[config.mk]
export PLATFORM = sky130hd
export DESIGN_NAME = gamepad_edge_and_key_repeat_core
export DESIGN_NICKNAME = d
export VERILOG_FILES = /design/src/design/gper_pkg.sv /design/src/design/gper_port.sv /design/src/design/gamepad_edge_and_key_repeat_core.sv
export SDC_FILE = /design/constraint.sdc
export NUM_CORES = 1
export LEC_CHECK = 0
export BUFFER_PORTS_ARGS = -buffer_cell sky130_fd_sc_hd__buf_4
export CAP_MARGIN = 10
export CORE_MARGIN = 2
export CORE_UTILIZATION = 45
export CTS_CLUSTER_SIZE = 12
export DETAILED_ROUTE_END_ITERATION = 8
export PLACE_DENSITY = 0.76
export SYNTH_ARGS = -nofsm -noshare
export SYNTH_HDL_FRONTEND = slang
export SYNTH_SLANG_ARGS = --single-unit
[constraint.sdc]
create_clock -name clk -period 8.41 [get_ports clk]
set_clock_uncertainty 0.05 [all_clocks]
set_input_delay 1.682 -clock clk [delete_from_list [all_inputs] [get_ports clk]]
set_output_delay 1.682 -clock clk [all_outputs]
set_load 0.02 [all_outputs]
[src/design/gper_pkg.sv]
// ---------------------------------------------------------------------------
// gper_pkg: shared types and constants
// Register indexes, reset values, field widths and the per-port result
// bundle used by the gamepad edge and key repeat core.
// ---------------------------------------------------------------------------
package gper_pkg;

  localparam int unsigned NUM_BUTTONS = 14;
  localparam int unsigned RAW_W       = 16;
  localparam int unsigned STICK_W     = 8;
  localparam int unsigned CNT_W       = 8;
  localparam int unsigned DIR_W       = 4;
  localparam int unsigned CFG_IDX_W   = 2;
  localparam int unsigned CFG_DATA_W  = 8;
  localparam int unsigned IN_DATA_W   = 72;
  localparam int unsigned OUT_DATA_W  = 96;

  // register indexes
  localparam logic [CFG_IDX_W-1:0] REG_LAYOUT      = 2'd0;
  localparam logic [CFG_IDX_W-1:0] REG_PORT_ENABLE = 2'd1;
  localparam logic [CFG_IDX_W-1:0] REG_DELAY       = 2'd2;
  localparam logic [CFG_IDX_W-1:0] REG_PERIOD      = 2'd3;

  // register reset values
  localparam logic       LAYOUT_RST      = 1'b0;
  localparam logic [1:0] PORT_ENABLE_RST = 2'd3;
  localparam logic [CNT_W-1:0] DELAY_RST  = 8'd24;
  localparam logic [CNT_W-1:0] PERIOD_RST = 8'd5;

  localparam logic [STICK_W-1:0] STICK_BIAS = 8'h80;

  typedef logic [NUM_BUTTONS-1:0] btn_mask_t;

  // what one pad port contributes to a frame
  typedef struct packed {
    logic                 link;      // enabled and pad ready
    logic                 counted;   // link and read succeeded
    logic                 stick_ok;  // counted and analog mode
    logic [RAW_W-1:0]     raw;       // inverted buttons, 0 if not counted
    btn_mask_t            logical;
    logic [STICK_W-1:0]   stick_x;
    logic [STICK_W-1:0]   stick_y;
  } port_res_t;

endpackage

[src/design/gper_port.sv]
// ---------------------------------------------------------------------------
// gper_port: one pad port
// Qualifies the port reading, inverts the active-low button word, maps it
// onto the logical buttons and removes the stick bias.
// ---------------------------------------------------------------------------
module gper_port (
  input  logic                    enable,
  input  logic                    layout,
  input  logic                    ready,
  input  logic                    read_ok,
  input  logic [15:0]             buttons,
  input  logic                    analog,
  input  logic [7:0]              stick_h,
  input  logic [7:0]              stick_v,
  output gper_pkg::port_res_t     res
);
  import gper_pkg::*;

  logic [RAW_W-1:0] raw;
  btn_mask_t        lmap;

  assign raw = ~buttons;

  always_comb begin
    lmap     = '0;
    lmap[0]  = raw[4];   // up
    lmap[1]  = raw[6];   // down
    lmap[2]  = raw[7];   // left
    lmap[3]  = raw[5];   // right
    // swap confirm and back by layout
    lmap[4]  = layout ? raw[13] : raw[14];
    lmap[5]  = layout ? raw[14] : raw[13];
    lmap[6]  = raw[12];
    lmap[7]  = raw[15];
    lmap[8]  = raw[10];
    lmap[9]  = raw[11];
    lmap[10] = raw[8];
    lmap[11] = raw[9];
    lmap[12] = raw[3];
    lmap[13] = raw[0];
  end

  always_comb begin
    res          = '0;
    res.link     = enable & ready;
    res.counted  = enable & ready & read_ok;
    res.stick_ok = enable & ready & read_ok & analog;
    res.raw      = res.counted ? raw : '0;
    res.logical  = res.counted ? lmap : '0;
    res.stick_x  = stick_h ^ STICK_BIAS;
    res.stick_y  = stick_v ^ STICK_BIAS;
  end

endmodule

[src/design/gamepad_edge_and_key_repeat_core.sv]
// ---------------------------------------------------------------------------
// gamepad_edge_and_key_repeat_core: pad edge detection and direction repeat
// Merges two pad ports per frame beat, gives held, pressed, released and
// auto-repeated logical buttons, port 0 raw buttons and the stick.
// ---------------------------------------------------------------------------
//  channel   | signals                        | content
//  ----------+--------------------------------+-----------------------------
//  frame in  | s_tvalid s_tready s_tdata[71:0] | two port readings per beat
//  result    | m_tvalid m_tready m_tdata[95:0] | one result beat per frame
//  config    | cfg_wen cfg_addr cfg_wdata      | layout, enable, delay, period
//
//  One frame beat per clock while s_tready is high; each result is registered
//  in the single output register, or in the skid register while it is held.
//  A skid register holds one more result while m_tready is low; s_tready
//  drops only when both are full.
//  rst (synchronous) clears history and repeat counters and loads register
//  defaults: layout 0, both ports enabled, delay 24, period 5.
// ---------------------------------------------------------------------------
module gamepad_edge_and_key_repeat_core (
  input  logic                              clk,
  input  logic                              rst,
  // p0_ready, p0_read_ok, p0_buttons[15:0], p0_analog, p0_stick_h[7:0],
  // p0_stick_v[7:0], p1_ready, p1_read_ok, p1_buttons[15:0], p1_analog,
  // p1_stick_h[7:0], p1_stick_v[7:0], zero fill
  input  logic                              s_tvalid,
  output logic                              s_tready,
  input  logic [gper_pkg::IN_DATA_W-1:0]    s_tdata,
  // held[13:0], pressed[13:0], released[13:0], repeated[13:0],
  // raw_buttons[15:0], stick_x[7:0], stick_y[7:0], connected, zero fill
  output logic                              m_tvalid,
  input  logic                              m_tready,
  output logic [gper_pkg::OUT_DATA_W-1:0]   m_tdata,
  input  logic                              cfg_wen,
  input  logic [gper_pkg::CFG_IDX_W-1:0]    cfg_addr,
  input  logic [gper_pkg::CFG_DATA_W-1:0]   cfg_wdata
);
  import gper_pkg::*;

  // configuration
  logic             layout;
  logic [1:0]       port_enable;
  logic [CNT_W-1:0] repeat_delay;
  logic [CNT_W-1:0] repeat_period;

  // frame history
  btn_mask_t        prev_held;
  logic [DIR_W-1:0] repeat_dirs;
  logic [CNT_W-1:0] hold_count;
  logic [CNT_W-1:0] repeat_phase;

  btn_mask_t        prev_held_next;
  logic [DIR_W-1:0] repeat_dirs_next;
  logic [CNT_W-1:0] hold_count_next;
  logic [CNT_W-1:0] repeat_phase_next;

  // output register and skid
  logic                  out_valid;
  logic [OUT_DATA_W-1:0] out_data;
  logic                  skid_valid;
  logic [OUT_DATA_W-1:0] skid_data;

  port_res_t        p0_res;
  port_res_t        p1_res;
  logic             accept;
  btn_mask_t        held;
  btn_mask_t        pressed;
  btn_mask_t        released;
  btn_mask_t        repeated;
  logic [DIR_W-1:0] dirs;
  logic [DIR_W-1:0] pulse;
  logic [CNT_W-1:0] hold_inc;
  logic [CNT_W-1:0] phase_inc;
  logic [STICK_W-1:0] stick_x;
  logic [STICK_W-1:0] stick_y;
  logic             connected;
  logic [OUT_DATA_W-1:0] result;

  assign s_tready = ~skid_valid;
  assign accept   = s_tvalid & s_tready;
  assign m_tvalid = out_valid;
  assign m_tdata  = out_data;

  gper_port u_port0 (
    .enable  (port_enable[0]),
    .layout  (layout),
    .ready   (s_tdata[0]),
    .read_ok (s_tdata[1]),
    .buttons (s_tdata[17:2]),
    .analog  (s_tdata[18]),
    .stick_h (s_tdata[26:19]),
    .stick_v (s_tdata[34:27]),
    .res     (p0_res)
  );

  gper_port u_port1 (
    .enable  (port_enable[1]),
    .layout  (layout),
    .ready   (s_tdata[35]),
    .read_ok (s_tdata[36]),
    .buttons (s_tdata[52:37]),
    .analog  (s_tdata[53]),
    .stick_h (s_tdata[61:54]),
    .stick_v (s_tdata[69:62]),
    .res     (p1_res)
  );

  assign held      = p0_res.logical | p1_res.logical;
  assign pressed   = held & ~prev_held;
  assign released  = ~held & prev_held;
  assign dirs      = held[DIR_W-1:0];
  assign connected = p0_res.link | p1_res.link;
  assign hold_inc  = hold_count + 8'd1;
  assign phase_inc = repeat_phase + 8'd1;

  // port 1 wins the stick
  always_comb begin
    if (p1_res.stick_ok) begin
      stick_x = p1_res.stick_x;
      stick_y = p1_res.stick_y;
    end else if (p0_res.stick_ok) begin
      stick_x = p0_res.stick_x;
      stick_y = p0_res.stick_y;
    end else begin
      stick_x = '0;
      stick_y = '0;
    end
  end

  // direction repeat timing
  always_comb begin
    prev_held_next    = held;
    repeat_dirs_next  = repeat_dirs;
    hold_count_next   = hold_count;
    repeat_phase_next = repeat_phase;
    pulse             = '0;
    if (dirs != repeat_dirs) begin
      // new direction set: restart timing, no pulse this frame
      repeat_dirs_next  = dirs;
      hold_count_next   = '0;
      repeat_phase_next = '0;
    end else if (dirs != '0) begin
      if (hold_count < repeat_delay) begin
        hold_count_next = hold_inc;
        if (hold_inc == repeat_delay) begin
          repeat_phase_next = '0;
          pulse             = dirs;
        end
      end else if (phase_inc >= repeat_period) begin
        repeat_phase_next = '0;
        pulse             = dirs;
      end else begin
        repeat_phase_next = phase_inc;
      end
    end
  end

  assign repeated = pressed | {{(NUM_BUTTONS-DIR_W){1'b0}}, pulse};

  assign result = {7'd0, connected, stick_y, stick_x, p0_res.raw,
                   repeated, released, pressed, held};

  always_ff @(posedge clk) begin
    if (rst) begin
      layout        <= LAYOUT_RST;
      port_enable   <= PORT_ENABLE_RST;
      repeat_delay  <= DELAY_RST;
      repeat_period <= PERIOD_RST;
    end else if (cfg_wen) begin
      case (cfg_addr)
        REG_LAYOUT:      layout        <= cfg_wdata[0];
        REG_PORT_ENABLE: port_enable   <= cfg_wdata[1:0];
        REG_DELAY:       repeat_delay  <= cfg_wdata;
        REG_PERIOD:      repeat_period <= cfg_wdata;
        default:         ;
      endcase
    end
  end

  always_ff @(posedge clk) begin
    if (rst) begin
      prev_held    <= '0;
      repeat_dirs  <= '0;
      hold_count   <= '0;
      repeat_phase <= '0;
    end else if (accept) begin
      prev_held    <= prev_held_next;
      repeat_dirs  <= repeat_dirs_next;
      hold_count   <= hold_count_next;
      repeat_phase <= repeat_phase_next;
    end
  end

  always_ff @(posedge clk) begin
    if (rst) begin
      out_valid  <= 1'b0;
      skid_valid <= 1'b0;
    end else if (!out_valid || m_tready) begin
      // output free this cycle: drain skid first, else take the new beat
      if (skid_valid) begin
        out_valid  <= 1'b1;
        skid_valid <= 1'b0;
      end else begin
        out_valid <= accept;
      end
    end else if (accept) begin
      skid_valid <= 1'b1;
    end
  end

  always_ff @(posedge clk) begin
    if (!out_valid || m_tready) begin
      out_data <= skid_valid ? skid_data : result;
    end else if (accept) begin
      skid_data <= result;
    end
  end

  a_press_release_apart: assert property (@(posedge clk) disable iff (rst)
    m_tvalid |-> ((m_tdata[27:14] & m_tdata[41:28]) == '0))
    else $error("pressed and released overlap");

  a_pressed_in_repeated: assert property (@(posedge clk) disable iff (rst)
    m_tvalid |-> ((m_tdata[27:14] & ~m_tdata[55:42]) == '0))
    else $error("pressed button missing from repeated");

  a_stall_has_result: assert property (@(posedge clk) disable iff (rst)
    !s_tready |-> m_tvalid)
    else $error("input stalled with empty output register");

  a_accept_gives_result: assert property (@(posedge clk) disable iff (rst)
    accept |=> m_tvalid)
    else $error("accepted frame produced no result");

  a_count_needs_dirs: assert property (@(posedge clk) disable iff (rst)
    (hold_count != '0) |-> (repeat_dirs != '0))
    else $error("hold count running with no direction held");

endmodule

==> out/metrics.csv <==
metric;value;unit
share of cells above drive strength 1;28.2;%
DR iter-0 viols;517;
M1 GR Usage;25.0;%
Final Hold Viols;0;
total clock sinks;213;
RePlAce Congestion;0.806;
main area contributors after synthesis;edfxtp_1 50%, dfxtp_1 12%, mux2_2 4.9%;
library cells used by synthesis;58;
CP required;8.76;ns
area post-placement;10900;µm²
Layout Cells excl Fill;1228;
area leader, netlist;edfxtp_1;
Cells after DPL;1188;
number of setup violations in the final report;0;
die width;149;µm
Yosys top cell area share;50.4;%
worst skew pair latency;0.49;ns
Main synth FF type;edfxtp_1;
Setup Buffers After CTS;0;
TritonCTS Buffers;23;
Post-CTS Hold Fix Bufs;0;
largest net degree at the start of global routing;80;
Tightest Pin Transition;1.07;ns
relative slew slack;28.8;%
Worst VDD drop;0.100;mV
post-route ant nets;0;
Final Critical Period;3.95;ns
Post-Syn Area;9410;µm²
post-CTS resize count;0;
EDFF count, synth;158;
Hold Path Origin;repeat_period[5];
Yosys warning total;0;
Max Fclk;0.253;GHz
vias in the first global route;6465;
PwrDens;215;nW/µm²
core area;20400;µm²
CTS tree;done;
hold path endpoint;repeat_period[5];
Avg Inst Size Synth;12.1;µm²
Avg WL per Cell;17.4;µm
worst reg2reg path endpoint;hold_count[6];
Worst Setup End Kind;register;
Leak Pwr;4.70;nW
Crit Path Category;in2reg;
M3 GR Usage;3.16;%
Hold Path Depth;2;
Final Cell Area;11600;µm²
drt drc;0;
met2 usage;32.5;%
DR vias;6673;
# rows;52;
Total GRT Usage;19.1;%
Vert. Die Dim;149;µm
IO Count;185;
Clock H-tree levels;1;
Reg2Reg Depth;8;
post-layout util;57.0;%
dpl hpwl;14.5;mm
Reg-to-Reg Start;port_enable[0];
R2R setup slack;5.26;ns
period utilisation layout;46.9;%
area delta synth->final;23.3;%
vias per cell;5.43;
final-stage net count;1048;
data arrival time of the critical path;4.30;ns
Clock Pin Slew Worst Setup and Hold Paths;0.06;ns
status;finished, final reports clean;
Slew Limit Fails;0;
FILL cells;1662;
clk root buf;clkbuf_16;
global route hottest layer;met2;
Cells after Synth;780;
initial antenna violation count;0;
RSZ-0062 raised after global routing;false;
grt total ovfl;0;
Worst Setup Start Kind;input pin;
Seq cells post-synth;213;
Port Buffer Count;173;
Routed Wire Length;21.4;mm
drt first pass iters;5;
sequential fraction of the synthesis area;62.1;%
Hold WC Path Type;reg2reg;
async set or reset register ratio after synthesis;0;%
Max Buffers Root-to-Sink;3;
first-pass GRT wire length;33.7;mm
die area;22100;µm²
ANT cells;0;
Fin Setup TNS;0;ns
max-cap check violation count;0;
Initial Util;46.2;%
worst-path fanout max;32;
-- area by class of cell --
cell class              count  area (µm²)  share of cell area, %
inverters                  41         154                   1.33
clock inverters             6        76.3                  0.658
flip-flops and latches    213        5850                   50.4
multi-input cells         485        3210                   27.6
well taps                 270         338                   2.91
clock buffers              34         637                   5.49
repair buffers            179        1340                   11.6
-- metrics by stage --
step / total power [mW] / hold WS, ns / setup slack, ns
floorplan: 1.42 / 0.386 / 0.736
detailed placement: 1.55 / 0.398 / 4.00
global placement: 1.54 / 0.395 / 4.06
global route: 2.59 / 0.432 / 4.16
CTS: 2.51 / 0.406 / 4.46
finish: 2.49 / 0.404 / 4.46
-- cell usage in the layout, fill, tap and decap left out, types with 7 or more instances in the layout --
| cell | instances |
|---|---|
| inv_1 | 36 |
| dfxtp_1 | 54 |
| conb_1 | 7 |
| mux2_2 | 41 |
| o21a_1 | 10 |
| a21oi_1 | 31 |
| nand3b_1 | 8 |
| nand2_1 | 79 |
| edfxtp_1 | 158 |
| o21ai_0 | 11 |
| buf_4 | 179 |
| nor2_1 | 69 |
| and2_1 | 15 |
| mux2i_1 | 8 |
| clkbuf_16 | 23 |
| o31ai_1 | 29 |
| or3_1 | 7 |
| xnor2_1 | 7 |
| a22o_1 | 15 |
| and3_1 | 8 |
| a211oi_1 | 9 |
| nand3_1 | 16 |
| ha_1 | 18 |
| clkbuf_1 | 9 |
-- flip-flops by register name, indices dropped and copies added (netlist names) --
signal	cells
prev_held	14
skid_valid	1
m_tdata	79
repeat_period	8
port_enable	2
m_tvalid	1
repeat_delay	8
repeat_phase	8
skid_data	79
repeat_dirs	4
layout	1
hold_count	8
-- worst max path at each step --
stage / to / cells after the start / from
5_1_grt: hold_count[6] / 9 / s_tdata[0]
4_1_cts: hold_count[4] / 9 / s_tdata[0]
6_report: hold_count[6] / 9 / s_tdata[0]
2_1_floorplan: skid_data[0] / 2 / m_tready
3_3_place_gp: m_tdata[42] / 10 / s_tdata[0]
3_5_place_dp: m_tdata[44] / 10 / s_tdata[0]
-- worst max-delay path, stage by stage --
cell and delay, ns:
buf_4 0.11, nand3_2 0.59, nor2_2 0.41, nor2_4 0.10, inv_2 0.10, xor2_1 0.11, o31ai_2 0.78, a22oi_1 0.16
o32ai_1 0.25
-- synthesized netlist by cell type (6+ instances only) --
master and number:
a211oi_1 9, and2_1 15, buf_4 17, edfxtp_1 158, o21a_1 10, o31ai_1 29
nand3b_1 8, inv_1 36, nand3_1 16, a21oi_1 31, ha_1 18, and3_1 8
nor2_1 70, dfxtp_1 55, xnor2_1 7, mux2i_1 8, a22oi_1 6, mux2_2 41
or3_1 7, a22o_1 15, clkbuf_1 21, a31oi_1 6, o21ai_0 11, buf_1 6
xor2_1 6, nand2_1 79
-- kinds of logic after synthesis --
group | Yosys count | synth area share (%)
and+or+nand+nor | 244 | 12.6
DFF | 213 | 62.1
AOI/OAI and AO/OA | 154 | 11.6
buffers and inverters | 88 | 4.23
muxes | 49 | 5.76
adders and majority gates | 18 | 2.39
xor gates and xnor gates | 13 | 1.21
other | 1 | 0.0399
-- power breakdown --
part	switching (mW)	leakage, nW	internal, mW	total, mW
logic	0.178	2.32	0.127	0.305
clock network	0.383	0.345	0.581	0.964
registers	0.0270	2.03	1.20	1.22
-- routing by layer --
| metal | routed length (µm) | vias to the layer above |
|---|---|---|
| met2 | 10500 | 254 |
| li1 | - | 3180 |
| met5 | 0 | - |
| met4 | 594 | 0 |
| met1 | 8740 | 3198 |
| met3 | 1570 | 41 |
Note: power is estimated with default switching activity, not from simulation.
